<file path="config.mk">
export PLATFORM = sky130hd
export DESIGN_NAME = edf_task_scheduler_core_flat
export DESIGN_NICKNAME = d
export VERILOG_FILES = /design/src/sv/edfts_pkg.sv /design/src/sv/edfts_if.sv /design/src/sv/edfts_ctrl.sv /design/src/sv/edfts_dp.sv /design/src/sv/edf_task_scheduler_core.sv /design/src/flat_wrapper.sv
export SDC_FILE = /design/constraint.sdc
export NUM_CORES = 2
export LEC_CHECK = 0
export ABC_AREA = 1
export BUFFER_PORTS_ARGS = -buffer_cell sky130_fd_sc_hd__clkbuf_2
export CORE_MARGIN = 3
export CORE_UTILIZATION = 55
export CTS_BUF_LIST = sky130_fd_sc_hd__clkbuf_16
export DETAILED_ROUTE_END_ITERATION = 16
export PLACE_DENSITY = 0.81
export REMOVE_ABC_BUFFERS = 1
export SLEW_MARGIN = 10
export SYNTH_ARGS = -nofsm -noshare
export SYNTH_HDL_FRONTEND = slang
export SYNTH_SLANG_ARGS = --single-unit
</file>
<file path="constraint.sdc">
create_clock -name clk -period 6.6 [get_ports clk]
set_clock_uncertainty 0.1 [all_clocks]
set_input_delay 0.99 -clock clk [delete_from_list [all_inputs] [get_ports clk]]
set_output_delay 0.99 -clock clk [all_outputs]
set_load 0.005 [all_outputs]
</file>
<file path="src/sv/edfts_pkg.sv">
// Shared constants, codes and command/status types of the EDF task scheduler.
`default_nettype none
package edfts_pkg;

  localparam int TASK_SLOTS = 16;
  localparam int TIME_BITS  = 32;
  localparam int IDX_W      = $clog2(TASK_SLOTS);
  localparam int CNT_W      = $clog2(TASK_SLOTS + 1);

  typedef logic [IDX_W-1:0]     idx_t;
  typedef logic [CNT_W-1:0]     cnt_t;
  typedef logic [TIME_BITS-1:0] time_t;

  localparam logic [1:0] ST_FREE  = 2'd0;
  localparam logic [1:0] ST_READY = 2'd1;
  localparam logic [1:0] ST_SLEEP = 2'd2;
  localparam logic [1:0] ST_WAIT  = 2'd3;

  localparam logic [3:0] MODE_CREATE  = 4'd0;
  localparam logic [3:0] MODE_START   = 4'd1;
  localparam logic [3:0] MODE_TERM    = 4'd2;
  localparam logic [3:0] MODE_SLEEP   = 4'd3;
  localparam logic [3:0] MODE_SETDL   = 4'd4;
  localparam logic [3:0] MODE_BLOCK   = 4'd5;
  localparam logic [3:0] MODE_WAKE    = 4'd6;
  localparam logic [3:0] MODE_TICK    = 4'd7;
  localparam logic [3:0] MODE_SETTICK = 4'd8;

  localparam logic [1:0] STS_OK     = 2'd0;
  localparam logic [1:0] STS_NOSLOT = 2'd1;
  localparam logic [1:0] STS_BAD    = 2'd2;

  typedef struct packed {
    logic load;
    logic exec;
    logic ins;
    logic scan;
    logic out;
  } edfts_cmd_t;

  typedef struct packed {
    logic is_tick;
    logic scan_last;
  } edfts_sts_t;

endpackage
`default_nettype wire

</file>
<file path="src/sv/edfts_if.sv">
// Request and result channel interfaces of the EDF task scheduler.
`default_nettype none
interface edfts_in_if;
  logic        valid;
  logic        ready;
  logic [3:0]  mode;
  logic [3:0]  task_slot;
  logic [31:0] value;
  modport source (output valid, mode, task_slot, value, input ready);
  modport sink (input valid, mode, task_slot, value, output ready);
endinterface

interface edfts_out_if;
  logic        valid;
  logic        ready;
  logic [3:0]  running_task;
  logic        running_valid;
  logic [1:0]  status;
  logic [3:0]  created_slot;
  logic        deadline_passed;
  logic [31:0] tick_now;
  modport source (output valid, running_task, running_valid, status, created_slot,
                  deadline_passed, tick_now, input ready);
  modport sink (input valid, running_task, running_valid, status, created_slot,
                deadline_passed, tick_now, output ready);
endinterface
`default_nettype wire

</file>
<file path="src/sv/edfts_ctrl.sv">
// Sequencing state machine of the EDF task scheduler.
`default_nettype none
module edfts_ctrl (
  input  logic                   clk,
  input  logic                   rst_n,
  input  logic                   in_valid,
  output logic                   in_ready,
  output logic                   out_valid,
  input  logic                   out_ready,
  input  edfts_pkg::edfts_sts_t  sts,
  output edfts_pkg::edfts_cmd_t  cmd
);

  localparam logic [2:0] S_IDLE = 3'd0;
  localparam logic [2:0] S_EXEC = 3'd1;
  localparam logic [2:0] S_INS  = 3'd2;
  localparam logic [2:0] S_SCAN = 3'd3;
  localparam logic [2:0] S_OUT  = 3'd4;

  logic [2:0] state_r, state_nxt;
  logic       out_valid_r, out_valid_nxt;

  assign in_ready  = (state_r == S_IDLE) && !out_valid_r;
  assign out_valid = out_valid_r;

  always_comb begin
    cmd           = '0;
    state_nxt     = state_r;
    out_valid_nxt = out_valid_r;
    if (out_valid_r && out_ready) begin
      out_valid_nxt = 1'b0;
    end
    unique case (state_r)
      S_IDLE: begin
        if (in_valid && in_ready) begin
          cmd.load  = 1'b1;
          state_nxt = S_EXEC;
        end
      end
      S_EXEC: begin
        cmd.exec  = 1'b1;
        state_nxt = sts.is_tick ? S_SCAN : S_INS;
      end
      S_INS: begin
        cmd.ins   = 1'b1;
        state_nxt = S_OUT;
      end
      S_SCAN: begin
        cmd.scan = 1'b1;
        if (sts.scan_last) begin
          state_nxt = S_OUT;
        end
      end
      S_OUT: begin
        cmd.out       = 1'b1;
        out_valid_nxt = 1'b1;
        state_nxt     = S_IDLE;
      end
      default: begin
        state_nxt = S_IDLE;
      end
    endcase
  end

  always_ff @(posedge clk) begin
    if (!rst_n) begin
      state_r     <= S_IDLE;
      out_valid_r <= 1'b0;
    end else begin
      state_r     <= state_nxt;
      out_valid_r <= out_valid_nxt;
    end
  end

  assert property (@(posedge clk) disable iff (!rst_n)
    $rose(out_valid_r) |-> $past(state_r == S_OUT))
    else $error("result raised outside output state");
  assert property (@(posedge clk) disable iff (!rst_n)
    (state_r != S_IDLE) |-> !out_valid_r)
    else $error("result pending while request in work");
  assert property (@(posedge clk) disable iff (!rst_n)
    (state_r == S_EXEC) |=> (state_r == S_INS || state_r == S_SCAN))
    else $error("bad sequence after execute");

endmodule
`default_nettype wire

</file>
<file path="src/sv/edfts_dp.sv">
// Datapath of the EDF task scheduler: slot table, sorted ready list, tick counter.
`default_nettype none
module edfts_dp (
  input  logic                   clk,
  input  logic                   rst_n,
  input  edfts_pkg::edfts_cmd_t  cmd,
  output edfts_pkg::edfts_sts_t  sts,
  input  logic [3:0]             req_mode,
  input  logic [3:0]             req_slot,
  input  logic [31:0]            req_value,
  output logic [3:0]             rsp_running_task,
  output logic                   rsp_running_valid,
  output logic [1:0]             rsp_status,
  output logic [3:0]             rsp_created_slot,
  output logic                   rsp_deadline_passed,
  output logic [31:0]            rsp_tick_now
);

  localparam int N = edfts_pkg::TASK_SLOTS;

  logic [3:0]             mode_r;
  logic [3:0]             tslot_r;
  edfts_pkg::time_t       val_r;

  logic [1:0]             status_r, status_nxt;
  edfts_pkg::idx_t        created_r, created_nxt;
  edfts_pkg::time_t       tick_r, tick_nxt;
  logic                   started_r, started_nxt;
  logic [1:0]             st_r   [N];
  logic [1:0]             st_nxt [N];
  edfts_pkg::idx_t        ord_r   [N];
  edfts_pkg::idx_t        ord_nxt [N];
  edfts_pkg::time_t       odl_r   [N];
  edfts_pkg::time_t       odl_nxt [N];
  edfts_pkg::cnt_t        cnt_r, cnt_nxt;
  logic                   ins_pend_r, ins_pend_nxt;
  edfts_pkg::idx_t        ins_slot_r, ins_slot_nxt;
  edfts_pkg::idx_t        scan_r, scan_nxt;

  edfts_pkg::time_t       dl_mem [N];
  edfts_pkg::time_t       wk_mem [N];
  logic                   dl_we, wk_we;
  edfts_pkg::idx_t        dl_wa, wk_wa;
  edfts_pkg::time_t       dl_wd, wk_wd;
  edfts_pkg::idx_t        rd_addr;
  edfts_pkg::time_t       dl_rd_r, wk_rd_r;

  edfts_pkg::idx_t        head, tidx, free_idx, ins_slot;
  logic                   head_ok, free_found, tslot_ok, ins_do;
  logic [N-1:0]           below;

  assign head     = ord_r[0];
  assign head_ok  = started_r && (cnt_r != '0) && (head != '0);
  assign tidx     = edfts_pkg::idx_t'(tslot_r);
  assign tslot_ok = (int'(tslot_r) < N);
  // read data is registered: address the slot used in the following cycle
  assign rd_addr  = (cmd.exec && !sts.is_tick) ? ins_slot_nxt : scan_nxt;
  assign ins_slot = cmd.scan ? scan_r : ins_slot_r;

  assign sts.is_tick   = (mode_r == edfts_pkg::MODE_TICK);
  assign sts.scan_last = (scan_r == edfts_pkg::idx_t'(N - 1));

  always_comb begin
    free_found = 1'b0;
    free_idx   = '0;
    for (int i = N - 1; i >= 1; i--) begin
      if (st_r[i] == edfts_pkg::ST_FREE) begin
        free_found = 1'b1;
        free_idx   = edfts_pkg::idx_t'(i);
      end
    end
  end

  always_comb begin
    ins_do = 1'b0;
    if (cmd.ins) begin
      ins_do = ins_pend_r;
    end else if (cmd.scan) begin
      if (st_r[scan_r] == edfts_pkg::ST_SLEEP) begin
        ins_do = (dl_rd_r <= tick_r) || (wk_rd_r <= tick_r);
      end else if (st_r[scan_r] == edfts_pkg::ST_WAIT) begin
        ins_do = (dl_rd_r <= tick_r);
      end
    end
    for (int k = 0; k < N; k++) begin
      below[k] = (edfts_pkg::CNT_W'(k) < cnt_r) && (odl_r[k] < dl_rd_r);
    end
  end

  always_comb begin
    status_nxt   = status_r;
    created_nxt  = created_r;
    tick_nxt     = tick_r;
    started_nxt  = started_r;
    st_nxt       = st_r;
    ord_nxt      = ord_r;
    odl_nxt      = odl_r;
    cnt_nxt      = cnt_r;
    ins_pend_nxt = ins_pend_r;
    ins_slot_nxt = ins_slot_r;
    scan_nxt     = scan_r;
    dl_we = 1'b0;
    dl_wa = head;
    dl_wd = val_r;
    wk_we = 1'b0;
    wk_wa = head;
    wk_wd = tick_r + val_r;

    if (cmd.exec) begin
      status_nxt   = edfts_pkg::STS_OK;
      created_nxt  = '0;
      ins_pend_nxt = 1'b0;
      scan_nxt     = '0;
      unique case (mode_r)
        edfts_pkg::MODE_CREATE: begin
          if (free_found) begin
            dl_we        = 1'b1;
            dl_wa        = free_idx;
            ins_pend_nxt = 1'b1;
            ins_slot_nxt = free_idx;
            created_nxt  = free_idx;
          end else begin
            status_nxt = edfts_pkg::STS_NOSLOT;
          end
        end
        edfts_pkg::MODE_START: begin
          if (started_r) begin
            status_nxt = edfts_pkg::STS_BAD;
          end else begin
            started_nxt = 1'b1;
            tick_nxt    = '0;
          end
        end
        edfts_pkg::MODE_TERM, edfts_pkg::MODE_SLEEP,
        edfts_pkg::MODE_SETDL, edfts_pkg::MODE_BLOCK: begin
          if (!head_ok) begin
            status_nxt = edfts_pkg::STS_BAD;
          end else begin
            for (int k = 0; k < N - 1; k++) begin
              ord_nxt[k] = ord_r[k + 1];
              odl_nxt[k] = odl_r[k + 1];
            end
            cnt_nxt = cnt_r - 1'b1;
            if (mode_r == edfts_pkg::MODE_TERM) begin
              st_nxt[head] = edfts_pkg::ST_FREE;
            end else if (mode_r == edfts_pkg::MODE_SLEEP) begin
              wk_we        = 1'b1;
              st_nxt[head] = edfts_pkg::ST_SLEEP;
            end else if (mode_r == edfts_pkg::MODE_SETDL) begin
              dl_we        = 1'b1;
              ins_pend_nxt = 1'b1;
              ins_slot_nxt = head;
            end else begin
              st_nxt[head] = edfts_pkg::ST_WAIT;
            end
          end
        end
        edfts_pkg::MODE_WAKE: begin
          if (!tslot_ok || st_r[tidx] != edfts_pkg::ST_WAIT) begin
            status_nxt = edfts_pkg::STS_BAD;
          end else begin
            ins_pend_nxt = 1'b1;
            ins_slot_nxt = tidx;
          end
        end
        edfts_pkg::MODE_TICK: begin
          tick_nxt = tick_r + 1'b1;
        end
        edfts_pkg::MODE_SETTICK: begin
          tick_nxt = val_r;
        end
        default: begin
          status_nxt = edfts_pkg::STS_BAD;
        end
      endcase
    end

    if (cmd.scan) begin
      scan_nxt = scan_r + 1'b1;
    end

    if (ins_do && (cnt_r < edfts_pkg::CNT_W'(N))) begin
      if (!below[0]) begin
        ord_nxt[0] = ins_slot;
        odl_nxt[0] = dl_rd_r;
      end
      for (int k = 1; k < N; k++) begin
        if (!below[k]) begin
          if (below[k - 1]) begin
            ord_nxt[k] = ins_slot;
            odl_nxt[k] = dl_rd_r;
          end else begin
            ord_nxt[k] = ord_r[k - 1];
            odl_nxt[k] = odl_r[k - 1];
          end
        end
      end
      cnt_nxt          = cnt_r + 1'b1;
      st_nxt[ins_slot] = edfts_pkg::ST_READY;
    end
  end

  always_ff @(posedge clk) begin
    if (!rst_n) begin
      status_r   <= edfts_pkg::STS_OK;
      created_r  <= '0;
      tick_r     <= '0;
      started_r  <= 1'b0;
      cnt_r      <= edfts_pkg::CNT_W'(1);
      ins_pend_r <= 1'b0;
      ins_slot_r <= '0;
      scan_r     <= '0;
      for (int k = 0; k < N; k++) begin
        st_r[k]  <= (k == 0) ? edfts_pkg::ST_READY : edfts_pkg::ST_FREE;
        ord_r[k] <= '0;
        odl_r[k] <= (k == 0) ? '1 : '0;
      end
    end else begin
      status_r   <= status_nxt;
      created_r  <= created_nxt;
      tick_r     <= tick_nxt;
      started_r  <= started_nxt;
      cnt_r      <= cnt_nxt;
      ins_pend_r <= ins_pend_nxt;
      ins_slot_r <= ins_slot_nxt;
      scan_r     <= scan_nxt;
      st_r       <= st_nxt;
      ord_r      <= ord_nxt;
      odl_r      <= odl_nxt;
    end
  end

  always_ff @(posedge clk) begin
    if (dl_we) begin
      dl_mem[dl_wa] <= dl_wd;
    end
    if (wk_we) begin
      wk_mem[wk_wa] <= wk_wd;
    end
    dl_rd_r <= (dl_we && (dl_wa == rd_addr)) ? dl_wd : dl_mem[rd_addr];
    wk_rd_r <= wk_mem[rd_addr];
  end

  always_ff @(posedge clk) begin
    if (cmd.load) begin
      mode_r  <= req_mode;
      tslot_r <= req_slot;
      val_r   <= edfts_pkg::time_t'(req_value);
    end
    if (cmd.out) begin
      rsp_running_task    <= 4'(ord_r[0]);
      rsp_running_valid   <= started_r;
      rsp_status          <= status_r;
      rsp_created_slot    <= 4'(created_r);
      rsp_deadline_passed <= (odl_r[0] <= tick_r);
      rsp_tick_now        <= 32'(tick_r);
    end
  end

  assert property (@(posedge clk) disable iff (!rst_n)
    (cnt_r != '0) && (cnt_r <= edfts_pkg::CNT_W'(N)))
    else $error("ready count out of range");
  assert property (@(posedge clk) disable iff (!rst_n)
    st_r[0] == edfts_pkg::ST_READY)
    else $error("idle task left ready state");
  assert property (@(posedge clk) disable iff (!rst_n)
    (cnt_r > edfts_pkg::CNT_W'(1)) |-> (odl_r[0] <= odl_r[1]))
    else $error("ready list head out of order");

endmodule
`default_nettype wire

</file>
<file path="src/sv/edf_task_scheduler_core.sv">
// Top level of the EDF task scheduler: controller plus datapath.
// Non-tick requests pass through execute, insert and output states before the result is valid;
// a tick request scans instead of inserting, visiting one task slot per cycle (16 slots).
// One request in work at a time; the next is accepted once the result has been taken.
// Synchronous active-low reset: slot 0 idle task ready with all-ones deadline,
// other slots free, tick counter zero, scheduler not started.
`default_nettype none
module edf_task_scheduler_core (
  input  logic               clk,
  input  logic               rst_n,
  edfts_in_if.sink           in_req,
  edfts_out_if.source        out_rsp
);

  edfts_pkg::edfts_cmd_t cmd;
  edfts_pkg::edfts_sts_t sts;

  edfts_ctrl u_ctrl (
    .clk       (clk),
    .rst_n     (rst_n),
    .in_valid  (in_req.valid),
    .in_ready  (in_req.ready),
    .out_valid (out_rsp.valid),
    .out_ready (out_rsp.ready),
    .sts       (sts),
    .cmd       (cmd)
  );

  edfts_dp u_dp (
    .clk                 (clk),
    .rst_n               (rst_n),
    .cmd                 (cmd),
    .sts                 (sts),
    .req_mode            (in_req.mode),
    .req_slot            (in_req.task_slot),
    .req_value           (in_req.value),
    .rsp_running_task    (out_rsp.running_task),
    .rsp_running_valid   (out_rsp.running_valid),
    .rsp_status          (out_rsp.status),
    .rsp_created_slot    (out_rsp.created_slot),
    .rsp_deadline_passed (out_rsp.deadline_passed),
    .rsp_tick_now        (out_rsp.tick_now)
  );

endmodule
`default_nettype wire
</file>
<file path="src/flat_wrapper.sv">
// flat-port wrapper written by rule: the top's interface ports become plain ports
module edf_task_scheduler_core_flat 
  (clk, rst_n, in_req_valid, in_req_mode, in_req_task_slot, in_req_value, in_req_ready, out_rsp_valid, out_rsp_running_task, out_rsp_running_valid, out_rsp_status, out_rsp_created_slot, out_rsp_deadline_passed, out_rsp_tick_now, out_rsp_ready);
  edfts_in_if in_req_i ();
  edfts_out_if out_rsp_i ();
  input  logic clk;
  input  logic rst_n;
  input wire logic [$bits(in_req_i.valid)-1:0] in_req_valid;
  input wire logic [$bits(in_req_i.mode)-1:0] in_req_mode;
  input wire logic [$bits(in_req_i.task_slot)-1:0] in_req_task_slot;
  input wire logic [$bits(in_req_i.value)-1:0] in_req_value;
  output wire logic [$bits(in_req_i.ready)-1:0] in_req_ready;
  output wire logic [$bits(out_rsp_i.valid)-1:0] out_rsp_valid;
  output wire logic [$bits(out_rsp_i.running_task)-1:0] out_rsp_running_task;
  output wire logic [$bits(out_rsp_i.running_valid)-1:0] out_rsp_running_valid;
  output wire logic [$bits(out_rsp_i.status)-1:0] out_rsp_status;
  output wire logic [$bits(out_rsp_i.created_slot)-1:0] out_rsp_created_slot;
  output wire logic [$bits(out_rsp_i.deadline_passed)-1:0] out_rsp_deadline_passed;
  output wire logic [$bits(out_rsp_i.tick_now)-1:0] out_rsp_tick_now;
  input wire logic [$bits(out_rsp_i.ready)-1:0] out_rsp_ready;
  assign in_req_i.valid = in_req_valid;
  assign in_req_i.mode = in_req_mode;
  assign in_req_i.task_slot = in_req_task_slot;
  assign in_req_i.value = in_req_value;
  assign in_req_ready = in_req_i.ready;
  assign out_rsp_valid = out_rsp_i.valid;
  assign out_rsp_running_task = out_rsp_i.running_task;
  assign out_rsp_running_valid = out_rsp_i.running_valid;
  assign out_rsp_status = out_rsp_i.status;
  assign out_rsp_created_slot = out_rsp_i.created_slot;
  assign out_rsp_deadline_passed = out_rsp_i.deadline_passed;
  assign out_rsp_tick_now = out_rsp_i.tick_now;
  assign out_rsp_i.ready = out_rsp_ready;
  edf_task_scheduler_core u_core (.clk(clk), .rst_n(rst_n), .in_req(in_req_i), .out_rsp(out_rsp_i));
endmodule
</file>
==> flow_metrics.env <==
export IMPL_wire_per_inst_um=22.70
export IMPL_synth_warnings=0
export IMPL_yosysTopAreaCell="edfxtp_1"
export IMPL_synth_seq_area_share_pct=48.07
export IMPL_postRouteAntennaNets=0
export IMPL_drt_initial_drc_count=11470
export IMPL_grtUsageMet1_pct=42.79
export IMPL_final_seq_area_mm2=0.04732
export IMPL_critPathTopFamily="simple AND/OR/NAND/NOR gates"
export IMPL_hold_viol=0
export IMPL_num_io_pins=90
export IMPL_ys_top_cells_by_area="edfxtp_1 34%, dfxtp_1 14%, nand2_1 12%"
export IMPL_drive_gt1_share_pct=6.407
export IMPL_finalPower_mw=31.53
export IMPL_grt_pass1_vias=84530
export IMPL_use_met3_pct=7.418
export IMPL_die_y_um=429.0
export IMPL_cp_end_kind="flip-flop"
export IMPL_power_leakage_nw=43.70
export IMPL_cpMaxStageDelayCell="nand2_1"
export IMPL_max_cap_violations=0
export IMPL_post_route_util_pct=60.66
export IMPL_nets=12470
export IMPL_num_fill_cells=14570
export IMPL_clk_latency_ns=0.88
export IMPL_viasPerCell=6.187
export IMPL_crit_required_ns=7.20
export IMPL_crit_path_start_kind="flip-flop"
export IMPL_grt_total_usage_pct=34.14
export IMPL_coreArea_mm2=0.1771
export IMPL_period_needed_ns=6.263
export IMPL_use_met2_pct=54.12
export IMPL_synthToLayoutAreaGrowth_pct=9.156
export IMPL_dr_pass1_iters=9
export IMPL_cts_resized=0
export IMPL_synth_top_cell_area_share_pct=33.81
export IMPL_cts_tree="yes"
export IMPL_fin_crit_sh_pct=94.90
export IMPL_drc=0
export IMPL_cts_max_path_buffers=3
export IMPL_yosys_cell_types_count=69
export IMPL_max_freq_mhz=159.7
export IMPL_pre_cts_slack_ns=0.5974
export IMPL_syn_area_mm2=0.09840
export IMPL_row_count=154
export IMPL_routed_wl_mm=325.4
export IMPL_hold_buffers=0
export IMPL_antenna_found_initial=17
export IMPL_postSynthAreaPerCell_um2=8.216
export IMPL_setup_viol=0
export IMPL_io_buffer_count=89
export IMPL_holdWs_ns=0.2116
export IMPL_start_util_pct=55.57
export IMPL_synth_most_common_cell="nand2_1"
export IMPL_die_area_mm2=0.1840
export IMPL_critPathMostFrequentCell="nand2_1"
export IMPL_status="complete, no violations"
export IMPL_gr_total_overflow=0
export IMPL_num_vias=88680
export IMPL_ys_flop_type="edfxtp_1"
export IMPL_maxSlewHeadroom_pct=13.82
export IMPL_worst_pin_slew_ns=1.288
export IMPL_rsz0062_at_grt="no"
export IMPL_powerDensity_mw_per_mm2=293.6
export IMPL_grt_busiest_layer="met2"
export IMPL_gp_congestion=1.026
export IMPL_critical_path_buf_inv_count=4
export IMPL_worstPathArrival_ns=6.87
export IMPL_postSynthCellCount=11980
export IMPL_synthArstFlopShare_pct=0
export IMPL_htree_levels=4
export IMPL_path_clk_slew_ns=0.06
export IMPL_setup_ws_ns=0.3366
export IMPL_path_class="flip-flop to flip-flop"
export IMPL_multi_input_area_mm2=0.04508
export IMPL_root_buffer="clkbuf_16"
export IMPL_ir_drop_uv=299.7
export IMPL_ys_seq_elements=1809
export IMPL_dpl_hpwl_mm=213.1
export IMPL_cts_setup_buffers=0
export IMPL_crit_fanout=45
export IMPL_cts_made_buffers=187
export IMPL_clkSinkCount=1809
export IMPL_crit_chain="clkinv_2 -> buf_12 -> o211ai_1 -> nand3_1 -> nand2_1 -> buf_4 -> inv_1 -> ha_1 -> nand4_1 -> a31oi_1 -> a2111oi_0 -> nand2_1 -> nand2_1 -> nand2_4 -> nand2_1 -> nand3_1 -> nand2_1 -> nor2_1"
export IMPL_slowest_delay_ns=0.83
export IMPL_yosys_top_cells_count="3096 x nand2_1, 1566 x nand3_1, 1108 x edfxtp_1"
export IMPL_grt_max_degree=209
export IMPL_synth_edff_count=1108
export IMPL_hold_path_class="input port to flip-flop"
export IMPL_grt_pass1_wl_mm=493.0
export IMPL_drv_slew=0
export IMPL_die_width_um=429.0
[cell type report]
class / instances / share of cell area [%]
Clock buffer: 187 / 4.357
Antenna cell: 7 / 0.01631
Sequential cell: 1809 / 44.05
Clock inverter: 162 / 1.329
Inverter: 908 / 3.186
Tap cell: 2340 / 2.726
Timing Repair Buffer: 329 / 2.369
Multi-Input combinational cell: 8591 / 41.97
[flip-flops by register name, indices dropped and copies added (netlist names), 5 cells and up, named ones only]
register,cells
u_core.u_dp.st_r,32
u_core.u_dp.cnt_r,5
u_core.u_dp.wk_rd_r,32
u_core.u_dp.dl_wd,32
u_core.u_dp.tick_r,32
u_core.u_dp.ord_r,60
u_core.u_dp.odl_r,512
u_core.u_dp.dl_mem,512
u_core.u_dp.rsp_tick_now,32
u_core.u_dp.wk_mem,512
[layout by cell type, fill, tap and decap left out, drive strengths merged, types with 32 or more instances in the layout]
cell,instances
nand2,3120
nand3,1569
edfxtp,1108
nor2,1018
inv,945
a21oi,788
dfxtp,701
o21ai,699
ha,597
clkbuf,275
buf,241
o211ai,210
mux2i,124
clkinv,102
conb,64
nand4,64
a31oi,47
a211oi,43
nor3,35
a221oi,32
[layer usage]
layer,vias to the layer above,wire [um]
met1,41420,119900
li1,40320,-
met2,5712,146100
met3,1221,37010
met4,12,22300
met5,-,74
[power by group]
part           internal, mW  switching, mW  total [mW]
Combinational          2.12           5.21        7.33
Sequential             13.0          0.657        13.6
Clock                  5.74           4.83        10.6
[through the flow]
| step | TNS (ns) | cell area, um2 | cells |
|---|---|---|---|
| after global routing | 0 | 107400 | 14330 |
| after CTS | 0 | 107300 | 14330 |
| final | 0 | 107400 | 14330 |
| after detailed placement | 0 | 101200 | 13980 |
| after global placement | 0 | 101200 | 13980 |
| after floorplan | -8249.94 | 95280 | 11310 |
[cells by family (layout without fill, tap and decap cells)]
family                     after synthesis  in the layout  share of synthesized area [%]
and+or+nand+nor                       5870           5870                          24.99
buffers and inverters                 1640           1586                          6.876
muxes                                  124            124                          1.261
other                                    1             71                       0.003811
DFF                                   1809           1809                          48.07
adders and majority gates              598            598                          7.611
xor gates and xnor gates                31             31                         0.2759
AOI/OAI and AO/OA                     1904           1904                          10.91
[worst paths after layout]
| check | start | to | slack, ns | cells past startpoint |
|---|---|---|---|---|
| worst max register to register | flip-flop | u_core.u_dp.odl_r[183] | 0.34 | 18 |
| worst max-delay path | flip-flop | u_core.u_dp.odl_r[183] | 0.34 | 18 |
| worst min-delay path | in_req_value[11] | u_core.u_dp.dl_wd[11] | 0.21 | 1 |
| worst min register to register | u_core.u_dp.status_r[1] | u_core.u_dp.rsp_status[1] | 0.32 | 0 |
No activity file was read; power rests on OpenSTA's default activity.
